==> src/rtl/fdts_pkg.sv <==
// ----------------------------------------------------------------------------
// fdts_pkg
// Shared types and constants for the two-server FIFO dispatch block.
// ----------------------------------------------------------------------------
`default_nettype none

package fdts_pkg;

	localparam int unsigned QUEUE_DEPTH_DEF = 16;

	localparam int unsigned ID_W   = 16;
	localparam int unsigned TICK_W = 16;
	localparam int unsigned LEN_W  = 4;
	localparam int unsigned SUM_W  = 32;
	localparam int unsigned DONE_W = 16;

	// one queued job
	typedef struct packed {
		logic [ID_W-1:0]   id;
		logic [TICK_W-1:0] at;
		logic [LEN_W-1:0]  len;
	} job_rec_t;

	// one input item (one tick)
	typedef struct packed {
		logic             arrival;
		logic [LEN_W-1:0] job_length;
	} job_in_t;

	// one result item
	typedef struct packed {
		logic              start_a_valid;
		logic [ID_W-1:0]   start_a_id;
		logic [TICK_W-1:0] start_a_wait;
		logic              start_b_valid;
		logic [ID_W-1:0]   start_b_id;
		logic [TICK_W-1:0] start_b_wait;
		logic              finish_a;
		logic              finish_b;
		logic              dropped;
		logic [SUM_W-1:0]  wait_sum;
		logic [DONE_W-1:0] done_count;
	} result_t;

endpackage

`default_nettype wire

==> src/rtl/fdts_if.sv <==
// ----------------------------------------------------------------------------
// fdts_if
// Valid/ready channels for tick items and result items.
// ----------------------------------------------------------------------------
`default_nettype none

interface fdts_job_if;
	logic              valid;
	logic              ready;
	fdts_pkg::job_in_t data;

	modport source (output valid, output data, input ready);
	modport sink   (input valid, input data, output ready);
endinterface

interface fdts_res_if;
	logic              valid;
	logic              ready;
	fdts_pkg::result_t data;

	modport source (output valid, output data, input ready);
	modport sink   (input valid, input data, output ready);
endinterface

`default_nettype wire

==> src/rtl/fifo_dispatch_two_servers.sv <==
// ----------------------------------------------------------------------------
// fifo_dispatch_two_servers
// Each accepted tick item's result item is registered. Throughput: one tick
// item per cycle while results drain; the queue is read through a two-port
// registered prefetch of the two head entries, the arriving job bypassed.
// Reset (arst_n low): queue empty, both servers free, counters and totals
// zero; the job store itself is not cleared.
// ----------------------------------------------------------------------------
`default_nettype none

module fifo_dispatch_two_servers #(
	parameter int unsigned QUEUE_DEPTH = fdts_pkg::QUEUE_DEPTH_DEF
) (
	input  wire logic    clk,
	input  wire logic    arst_n,
	fdts_job_if.sink     job_in,
	fdts_res_if.source   res_out
);

	localparam int unsigned AW = (QUEUE_DEPTH > 1) ? $clog2(QUEUE_DEPTH) : 1;
	// last slot index; also the fill level of a full ring (one slot kept open)
	localparam logic [AW-1:0] PTR_LAST = AW'(QUEUE_DEPTH - 1);

	localparam int unsigned LEN_W  = fdts_pkg::LEN_W;
	localparam int unsigned TICK_W = fdts_pkg::TICK_W;
	localparam int unsigned SUM_W  = fdts_pkg::SUM_W;
	localparam int unsigned DONE_W = fdts_pkg::DONE_W;

	function automatic logic [AW-1:0] ptr_next(input logic [AW-1:0] p);
		return (p == PTR_LAST) ? '0 : p + AW'(1);
	endfunction

	// ------------------------------------------------------------------
	// State
	// ------------------------------------------------------------------
	logic [AW-1:0]              head_q, tail_q, cnt_q;
	logic [TICK_W-1:0]          tick_q;
	logic [fdts_pkg::ID_W-1:0]  next_id_q;
	logic [LEN_W-1:0]           rem_a_q, rem_b_q;   // zero means server free
	logic [SUM_W-1:0]           sum_q;
	logic [DONE_W-1:0]          done_q;

	// job store plus registered reads of the next two head slots
	fdts_pkg::job_rec_t         job_mem [QUEUE_DEPTH];
	fdts_pkg::job_rec_t         rd0_q, rd1_q;

	fdts_pkg::result_t          res_q;
	logic                       res_vld_q;

	// ------------------------------------------------------------------
	// Tick logic
	// ------------------------------------------------------------------
	logic                       fire;
	logic                       full, push, drop;
	logic [LEN_W-1:0]           len_eff;
	fdts_pkg::job_rec_t         in_rec, ent0, ent1, rec_a, rec_b;
	logic                       have1, have2;
	logic                       st_a, st_b;
	logic [TICK_W-1:0]          wait_a, wait_b;
	logic [LEN_W-1:0]           run_a, run_b, rem_a_d, rem_b_d;
	logic                       fin_a, fin_b;
	logic [SUM_W+1:0]           sum_ext;
	logic [SUM_W-1:0]           sum_d;
	logic [DONE_W+1:0]          done_ext;
	logic [DONE_W-1:0]          done_d;
	logic [AW-1:0]              h1, h2, head_d, tail_d, cnt_d;
	logic [AW:0]                cnt_w;
	logic [AW-1:0]              raddr0, raddr1;
	fdts_pkg::result_t          res_d;

	// a new tick may enter whenever the result slot is empty or draining
	assign job_in.ready = !res_vld_q || res_out.ready;
	assign fire         = job_in.valid && job_in.ready;

	always_comb begin
		full    = (cnt_q == PTR_LAST);
		push    = job_in.data.arrival && !full;
		drop    = job_in.data.arrival && full;
		// zero length is served as one tick
		len_eff = (job_in.data.job_length == '0) ? LEN_W'(1) : job_in.data.job_length;
		in_rec  = '{id: next_id_q, at: tick_q, len: len_eff};

		// jobs available this tick, counting the one arriving now
		have1 = (cnt_q != '0) || push;
		have2 = (cnt_q > AW'(1)) || ((cnt_q == AW'(1)) && push);

		// head entries: prefetched, or the arrival when it lands at that slot
		ent0 = (cnt_q == '0)     ? in_rec : rd0_q;
		ent1 = (cnt_q == AW'(1)) ? in_rec : rd1_q;

		// server one first, then server two takes whatever is now at the head
		st_a  = (rem_a_q == '0) && have1;
		st_b  = (rem_b_q == '0) && (st_a ? have2 : have1);
		rec_a = ent0;
		rec_b = st_a ? ent1 : ent0;

		wait_a = st_a ? (tick_q - rec_a.at) : '0;
		wait_b = st_b ? (tick_q - rec_b.at) : '0;

		// countdown after start; a one-tick job finishes right away
		run_a   = st_a ? rec_a.len : rem_a_q;
		run_b   = st_b ? rec_b.len : rem_b_q;
		fin_a   = (run_a == LEN_W'(1));
		fin_b   = (run_b == LEN_W'(1));
		rem_a_d = (run_a != '0) ? run_a - LEN_W'(1) : '0;
		rem_b_d = (run_b != '0) ? run_b - LEN_W'(1) : '0;

		// saturating totals; one clip after the two adds gives the same answer
		sum_ext  = {2'b00, sum_q} + (SUM_W+2)'(wait_a) + (SUM_W+2)'(wait_b);
		sum_d    = (sum_ext[SUM_W+1:SUM_W] != 2'b00) ? '1 : sum_ext[SUM_W-1:0];
		done_ext = {2'b00, done_q} + (DONE_W+2)'(fin_a) + (DONE_W+2)'(fin_b);
		done_d   = (done_ext[DONE_W+1:DONE_W] != 2'b00) ? '1 : done_ext[DONE_W-1:0];

		// ring pointers
		h1     = ptr_next(head_q);
		h2     = ptr_next(h1);
		head_d = (st_a && st_b) ? h2 : ((st_a || st_b) ? h1 : head_q);
		tail_d = push ? ptr_next(tail_q) : tail_q;
		cnt_w  = {1'b0, cnt_q} + (AW+1)'(push) - (AW+1)'(st_a) - (AW+1)'(st_b);
		cnt_d  = cnt_w[AW-1:0];

		// prefetch addresses for the next tick
		raddr0 = head_d;
		raddr1 = ptr_next(head_d);

		res_d.start_a_valid = st_a;
		res_d.start_a_id    = st_a ? rec_a.id : '0;
		res_d.start_a_wait  = wait_a;
		res_d.start_b_valid = st_b;
		res_d.start_b_id    = st_b ? rec_b.id : '0;
		res_d.start_b_wait  = wait_b;
		res_d.finish_a      = fin_a;
		res_d.finish_b      = fin_b;
		res_d.dropped       = drop;
		res_d.wait_sum      = sum_d;
		res_d.done_count    = done_d;
	end

	// ------------------------------------------------------------------
	// Control state
	// ------------------------------------------------------------------
	always_ff @(posedge clk or negedge arst_n) begin
		if (!arst_n) begin
			head_q    <= '0;
			tail_q    <= '0;
			cnt_q     <= '0;
			tick_q    <= '0;
			next_id_q <= '0;
			rem_a_q   <= '0;
			rem_b_q   <= '0;
			sum_q     <= '0;
			done_q    <= '0;
		end else if (fire) begin
			head_q    <= head_d;
			tail_q    <= tail_d;
			cnt_q     <= cnt_d;
			tick_q    <= tick_q + TICK_W'(1);
			// a dropped arrival still uses up an id
			next_id_q <= next_id_q + fdts_pkg::ID_W'(job_in.data.arrival);
			rem_a_q   <= rem_a_d;
			rem_b_q   <= rem_b_d;
			sum_q     <= sum_d;
			done_q    <= done_d;
		end
	end

	// ------------------------------------------------------------------
	// Job store: one write, two registered reads with write forwarding
	// ------------------------------------------------------------------
	always_ff @(posedge clk) begin
		if (fire) begin
			if (push) begin
				job_mem[tail_q] <= in_rec;
			end
			rd0_q <= (push && (tail_q == raddr0)) ? in_rec : job_mem[raddr0];
			rd1_q <= (push && (tail_q == raddr1)) ? in_rec : job_mem[raddr1];
		end
	end

	// ------------------------------------------------------------------
	// Result register
	// ------------------------------------------------------------------
	always_ff @(posedge clk or negedge arst_n) begin
		if (!arst_n) begin
			res_vld_q <= 1'b0;
		end else if (fire) begin
			res_vld_q <= 1'b1;
		end else if (res_out.ready) begin
			res_vld_q <= 1'b0;
		end
	end

	always_ff @(posedge clk) begin
		if (fire) begin
			res_q <= res_d;
		end
	end

	assign res_out.valid = res_vld_q;
	assign res_out.data  = res_q;

	// ------------------------------------------------------------------
	// Checks
	// ------------------------------------------------------------------
	a_cnt_range: assert property (@(posedge clk) disable iff (!arst_n)
		cnt_q <= PTR_LAST)
		else $error("queue fill above capacity");

	a_cnt_ptrs: assert property (@(posedge clk) disable iff (!arst_n)
		(head_q == tail_q) == (cnt_q == '0))
		else $error("fill count disagrees with ring pointers");

	a_fire_result: assert property (@(posedge clk) disable iff (!arst_n)
		fire |=> res_vld_q)
		else $error("accepted tick produced no result");

	a_sum_mono: assert property (@(posedge clk) disable iff (!arst_n)
		fire |=> sum_q >= $past(sum_q))
		else $error("wait total decreased");

	a_done_step: assert property (@(posedge clk) disable iff (!arst_n)
		fire |=> (DONE_W'(done_q - $past(done_q)) <= DONE_W'(2)))
		else $error("finished count jumped by more than two");

endmodule

`default_nettype wire

==> src/flat_wrapper.sv <==
// flat-port wrapper written by rule: the top's interface ports become plain ports
module fifo_dispatch_two_servers_flat 
#(
	parameter int unsigned QUEUE_DEPTH = fdts_pkg::QUEUE_DEPTH_DEF
)
  (clk, arst_n, job_in_valid, job_in_data, job_in_ready, res_out_valid, res_out_data, res_out_ready);
  fdts_job_if job_in_i ();
  fdts_res_if res_out_i ();
  input  wire logic clk;
  input  wire logic arst_n;
  input wire logic [$bits(job_in_i.valid)-1:0] job_in_valid;
  input wire logic [$bits(job_in_i.data)-1:0] job_in_data;
  output wire logic [$bits(job_in_i.ready)-1:0] job_in_ready;
  output wire logic [$bits(res_out_i.valid)-1:0] res_out_valid;
  output wire logic [$bits(res_out_i.data)-1:0] res_out_data;
  input wire logic [$bits(res_out_i.ready)-1:0] res_out_ready;
  assign job_in_i.valid = job_in_valid;
  assign job_in_i.data = job_in_data;
  assign job_in_ready = job_in_i.ready;
  assign res_out_valid = res_out_i.valid;
  assign res_out_data = res_out_i.data;
  assign res_out_i.ready = res_out_ready;
  fifo_dispatch_two_servers #(.QUEUE_DEPTH(QUEUE_DEPTH)) u_core (.clk(clk), .arst_n(arst_n), .job_in(job_in_i), .res_out(res_out_i));
endmodule
==> config.mk <==
export PLATFORM = sky130hd
export DESIGN_NAME = fifo_dispatch_two_servers_flat
export DESIGN_NICKNAME = d
export VERILOG_FILES = /design/src/rtl/fdts_pkg.sv /design/src/rtl/fdts_if.sv /design/src/rtl/fifo_dispatch_two_servers.sv /design/src/flat_wrapper.sv
export SDC_FILE = /design/constraint.sdc
export NUM_CORES = 1
export LEC_CHECK = 0
export ABC_AREA = 1
export BUFFER_PORTS_ARGS = -buffer_cell sky130_fd_sc_hd__buf_4
export CORE_MARGIN = 5
export CORE_UTILIZATION = 25
export DETAILED_ROUTE_END_ITERATION = 8
export PLACE_DENSITY_LB_ADDON = 0.2
export REMOVE_ABC_BUFFERS = 1
export SLEW_MARGIN = 15
export SYNTH_ARGS = -nofsm -noshare
export SYNTH_HDL_FRONTEND = slang
export SYNTH_SLANG_ARGS = --single-unit
==> constraint.sdc <==
create_clock -name clk -period 8.83 [get_ports clk]
set_clock_uncertainty 0.2 [all_clocks]
set_input_delay 0 -clock clk [delete_from_list [all_inputs] [get_ports clk]]
set_output_delay 0 -clock clk [all_outputs]
set_load 0.02 [all_outputs]
Word-level counts from Yosys, hierarchy flattened
Memory sizes are Yosys's and may differ from the RTL's. A register that Yosys moved wholly into a read port is not among the register bits.
Cells that the tools add are included.
{"block": "classes", "n_addsub": 17, "muxes": 24, "n_lt_le_gt_ge": 1, "n_eq_ne": 8, "reduce_logical": 24}
{"operator": "$mux W36", "count": 3}
{"operator": "$mux W16", "count": 3}
{"operator": "$mux W4", "count": 11}
{"operator": "$add A34 B16 Y34", "count": 1}
{"operator": "$add A32 B16 Y33", "count": 1}
{"operator": "$mux W32", "count": 1}
{"operator": "$sub A16 B16 Y16", "count": 2}
{"operator": "$eq A4 B4 Y1 const B", "count": 5}
{"operator": "$add A18 B1 Y18", "count": 1}
{"operator": "$add A16 B1 Y17", "count": 1}
{"operator": "$add A16 B1 Y16", "count": 1}
{"operator": "$add A16 B1 Y16 const B", "count": 1}
{"operator": "$add A4 B1 Y4 const B", "count": 4}
{"operator": "$logic_not A4 Y1", "count": 4}
{"operator": "$eq A4 B1 Y1 const B", "count": 3}
{"operator": "$reduce_bool A4 Y1", "count": 3}
{"operator": "$sub A4 B1 Y4", "count": 2}
{"operator": "$sub A4 B1 Y4 const B", "count": 2}
{"operator": "$logic_and A1 B1 Y1", "count": 7}
{"operator": "$mux W1", "count": 6}
{"operator": "$reduce_bool A2 Y1", "count": 3}
{"operator": "$add A4 B1 Y4", "count": 1}
{"operator": "$gt A4 B1 Y1 const B", "count": 1}
{"operator": "$logic_or A1 B1 Y1", "count": 4}
{"operator": "2 further kinds", "count": 3}
{"block": "totals", "n_memories": 1, "word_cells": 96, "reg_bits": 218, "output_inout_bits": 119, "ram_bits": 576}
{"memory": "u_core.job_mem", "depth": 16, "word_bits": 36, "rd": 2, "rd_ports_with_merged_regs": 2, "write_ports": 1, "line": "fifo_dispatch_two_servers.sv:44", "rtl": "fdts_pkg::job_rec_t job_mem [QUEUE_DEPTH];"}

Logic depth before layout (Yosys ltp)
{"block": "depth", "word_depth": 12, "ltp_mapped": 45}

Worst setup path before layout
No wires, ideal clock.
{"block": "synth_timing", "path_kind": "reg2reg", "start": "register u_core.cnt_q[2]", "end": "register u_core.res_q (netlist bit u_core.res_out.data[44]), data pin", "arrival_time_ns": 5.462, "path_stages_with_launch": 38, "setup_ns": 0.271, "t_required_ns": 8.359, "slack_ns": 2.898, "cell_sequence": "dfrtp_1 -> inv_1 -> ha_1 -> nand2_1 -> inv_2 -> clkbuf_1 -> clkbuf_1 -> nand2_1 -> o21ai_0 -> ha_1 -> nand2_1 -> nand2_1 -> a31oi_1 -> nor2_1 -> o21ai_0 -> nand2_1 -> nand3_1 -> o311ai_0 -> [2 not listed] -> ha_1 -> nand2_1 -> inv_1 -> a21oi_1 -> nand2_1 -> inv_1 -> nand2_1 -> xor2_1 -> ha_1 -> nand2_1 -> nor4_1 -> nand2_1 -> nand2_1 -> nand3_1 -> nor2_2 -> nand2_1 -> o21ai_0 -> nand3_1"}
{"item": "from (decl)", "line": "fifo_dispatch_two_servers.sv:36", "rtl": "logic [AW-1:0] head_q, tail_q, cnt_q;"}
{"item": "from (signal assigned)", "line": "fifo_dispatch_two_servers.sv:156", "rtl": "cnt_q <= cnt_d;"}
{"item": "to (signal assigned)", "line": "fifo_dispatch_two_servers.sv:195", "rtl": "res_q <= res_d;"}
{"item": "to (decl)", "line": "fifo_dispatch_two_servers.sv:47", "rtl": "fdts_pkg::result_t res_q;"}

==> run summary <==
The initial antenna violation count was 3. Setup repair after global routing left no endpoint under its margin. Class of the most critical setup path: flop to flop. The region available for standard cell placement spans 183000 µm².

Max-cap violations in this run came to 0. After detailed routing, the average wire length per cell comes to 21.1 µm. The launch point of the critical path is u_core.cnt_q[2].

The congestion estimate from routability-driven global placement came to 0.836. The area share of the leading cell type in the synthesized netlist is 0.501. The cell type with the highest occurrence count on the critical path is sky130_fd_sc_hd__nand2_1. The tools report the initial cell density of the core as 0.251.

The path class of the tightest hold or removal check is primary input to flop. For the latest clock arrival within the worst-skew pair, the log shows 0.74 ns. In this run, distinct cell masters in the synthesized netlist total 56.

The routed layout has 36100 vias. Counting along the longest clock path gives a buffer depth of 3. The tools report the site row count as 157.

Based on the critical path, the design can be clocked at up to 123 MHz. STA classifies the critical path endpoint as a flop. The final worst-path cycle share was 0.924.

The width of the die is 438 µm. The post-synthesis cell count is 4902, and the maximum level of the CTS H-tree is 3. Setup violations remaining at the end of the flow were counted as 0. The first global-routing pass estimated 229000 µm of wire. The vertical die dimension is 438 µm.

Overall global routing resource usage: 0.157. The commonest cells after synthesis are 892 x sky130_fd_sc_hd__nand2_1, 765 x sky130_fd_sc_hd__edfxtp_1, 755 x sky130_fd_sc_hd__o21ai_0, 441 x sky130_fd_sc_hd__nor2_1, 373 x sky130_fd_sc_hd__inv_1. In this run the remaining antenna-violating nets after routing total 0. The total clock sinks was 866; the overflow left after global routing was 0. The logs give 0.246 for the relative max-transition margin and 3097 for the number of DRC markers after the initial detailed-route iteration. A synthesized cell averages 9.35 µm². The run gives 0 as the post-CTS setup buffer count.

Entering global routing, the biggest net connects 247 pins. Excluding fillers, the count of instances in the completed layout stands at 7372. Startpoint of the most critical register-to-register path: u_core.cnt_q[2].

The fraction of synthesis flops using an asynchronous set or reset pin is 0.117, and the area of the die is 192000 µm². The measured slew at the worst slew-check pin is 1.13 ns. At the end of the flow, the number of nets in the layout was 4993. The number of hold-slack violations in the final timing report was 0; the final critical path time including I/O delays and setup was 8.16 ns. After detailed routing, the number of remaining DRC violations is 0.

Clock tree synthesis inserted a total of 103 buffers. After detailed routing, the number of vias per cell comes to 4.90. Warning count from the yosys run: 0.

The buffer type at the clock tree root is sky130_fd_sc_hd__clkbuf_16. The tools report the start point of the worst hold path as job_in_data[1]. Among all flip-flop cells after synthesis, the most frequent one is sky130_fd_sc_hd__edfxtp_1. The number of top-level pins came out at 128.

The biggest area contributor in the post-synthesis netlist is sky130_fd_sc_hd__edfxtp_1. The tools report the cell area after synthesis as 45800 µm². Yosys attributes the largest share of cell area to sky130_fd_sc_hd__edfxtp_1 50%, sky130_fd_sc_hd__o21ai_0 8.2%, sky130_fd_sc_hd__nand2_1 7.3%, sky130_fd_sc_hd__dfrtp_1 5.5%, sky130_fd_sc_hd__nor2_1 3.6%. The share of post-route cells with drive strength above 1 came out at 0.0951. Among all cell types in the netlist, the one instantiated most often is sky130_fd_sc_hd__nand2_1. TritonCTS built the clock tree. For the first-pass iteration count of the detailed router, the log shows 6. For this block, the routed nets add up to 156000 µm of wire.

After clock tree synthesis, the clock-pin slew on the worst setup and hold paths is 0.06 ns. In this run, synthesis inferred 765 flip-flops with an integrated enable. The top cell family by delay on the critical path was buffers and inverters. The startpoint type of the worst setup path is a flop.

The tightest hold path in the finished design has a slack of 0.124 ns. The largest single stage delay on the critical path is 0.61 ns. The share of the yosys chip area belonging to registers was 0.556. The relative area change from synthesis to final layout works out to 14.8%.

The run finished with clean final reports. Of all nets on the critical path, the largest fanout is 142. Data arrives at the worst endpoint at 8.42 ns. The total count of max-transition violations in the final report came out at 0. Highest-delay cell along the critical path: sky130_fd_sc_hd__inv_8. The instance count after placement with tap cells included was 7164; the post-DP HPWL was 91400 µm.

The worst path buffer plus inverter count works out to 9. Synthesis inferred 866 register bits. The number of global-route vias before repair came out at 34500. The required time of the worst setup path is 9.09 ns.

The count of buffers from port buffering works out to 127.
[cells in the final DEF, fill, tap and decap left out, types with 101 or more instances in the layout]
| master | instances |
|---|---|
| sky130_fd_sc_hd__nand2_1 | 889 |
| sky130_fd_sc_hd__o211ai_1 | 152 |
| sky130_fd_sc_hd__buf_4 | 176 |
| sky130_fd_sc_hd__nor2_1 | 425 |
| sky130_fd_sc_hd__a21oi_1 | 258 |
| sky130_fd_sc_hd__clkbuf_16 | 105 |
| sky130_fd_sc_hd__edfxtp_1 | 765 |
| sky130_fd_sc_hd__o21ai_0 | 755 |
| sky130_fd_sc_hd__inv_1 | 372 |
| sky130_fd_sc_hd__nand3_1 | 226 |
| sky130_fd_sc_hd__o221ai_1 | 137 |
| sky130_fd_sc_hd__dfrtp_1 | 101 |
[logic make-up (layout without fill, tap and decap cells)]
kind of cell             after synthesis  count (layout)  share of synthesized area
flip-flops                           866             866                      0.556
adder cells (fa/ha/maj)               86              86                     0.0245
XOR/XNOR                              94              94                     0.0184
buffers and inverters                702             786                     0.0626
AND/OR/NAND/NOR                     1718            1718                      0.158
AO/OA/AOI/OAI                       1436            1436                      0.180
other                                  0               1                          0
[through the flow]
step / setup TNS (ns) / util / cell area [µm²] / worst slack (ns)
6_report: 0 / 0.288 / 52600 / 0.669
5_1_grt: 0 / 0.288 / 52600 / 0.0263
4_1_cts: 0 / 0.288 / 52600 / 0.263
3_5_place_dp: 0 / 0.269 / 49100 / 0.264
3_3_place_gp: 0 / 0.269 / 49100 / 0.331
2_1_floorplan: -697.72 / - / 44500 / -11.10
[area by class of cell]
cell class	instances	area (µm²)
clock inverter	40	437
multi-input combinational	3334	17700
fill	19100	130000
timing repair buffer	195	1570
clock buffer	153	2940
inverter	398	1530
antenna	1	2.50
tap	2385	2980
sequential	866	25500
[worst min-delay path, delay by kind of cell]
family,cells,cell delay (ns)
compound gates,1,0.13
buf+inv,3,0.82
[metal layers]
metal	wire [µm]	share of wire	GRT usage	vias to the layer above
met5	0	0	0	-
met4	4230	0.027	0.0499	0
met3	6850	0.044	0.0192	220
met2	74800	0.48	0.265	932
met1	69800	0.45	0.210	17700
li1	-	-	-	17300
[timing repair]
| item | CTS | global route |
|---|---|---|
| endpoints found under the setup margin | 0 | 21 |
| hold buffers | 14 | 0 |
| resized for setup | 0 | 1 |
| endpoints found under the hold margin | 194 | 0 |
[path summary, 6_finish.rpt]
path	to	slack (ns)	depth (start not counted)
worst min-delay path	u_core.rd1_q[1]	0.12	4
min in group asynchronous	u_core.done_q[15]	0.25	4
max in group asynchronous	u_core.sum_q[29]	7.50	4
worst max register to register	u_core.rd1_q[0]	0.67	27
worst max-delay path	u_core.rd1_q[0]	0.67	27
worst min register to register	u_core.done_q[15]	0.28	2
[sequential cells by signal (all words and copies together), names as in the netlist]
signal and count:
u_core.job_mem 576, u_core.res_out.data 117, u_core.rd0_q 36, u_core.rd1_q 36
u_core.sum_q 32, u_core.done_q 16, u_core.next_id_q 16, u_core.tick_q 16
u_core.cnt_q 4, u_core.head_q 4, u_core.rem_a_q 4, u_core.rem_b_q 4
u_core.tail_q 4, u_core.res_out.valid 1
Power is left out: the tool's default activity adds up to more than one toggle a clock period on the data nets, which glitch-free logic cannot reach.
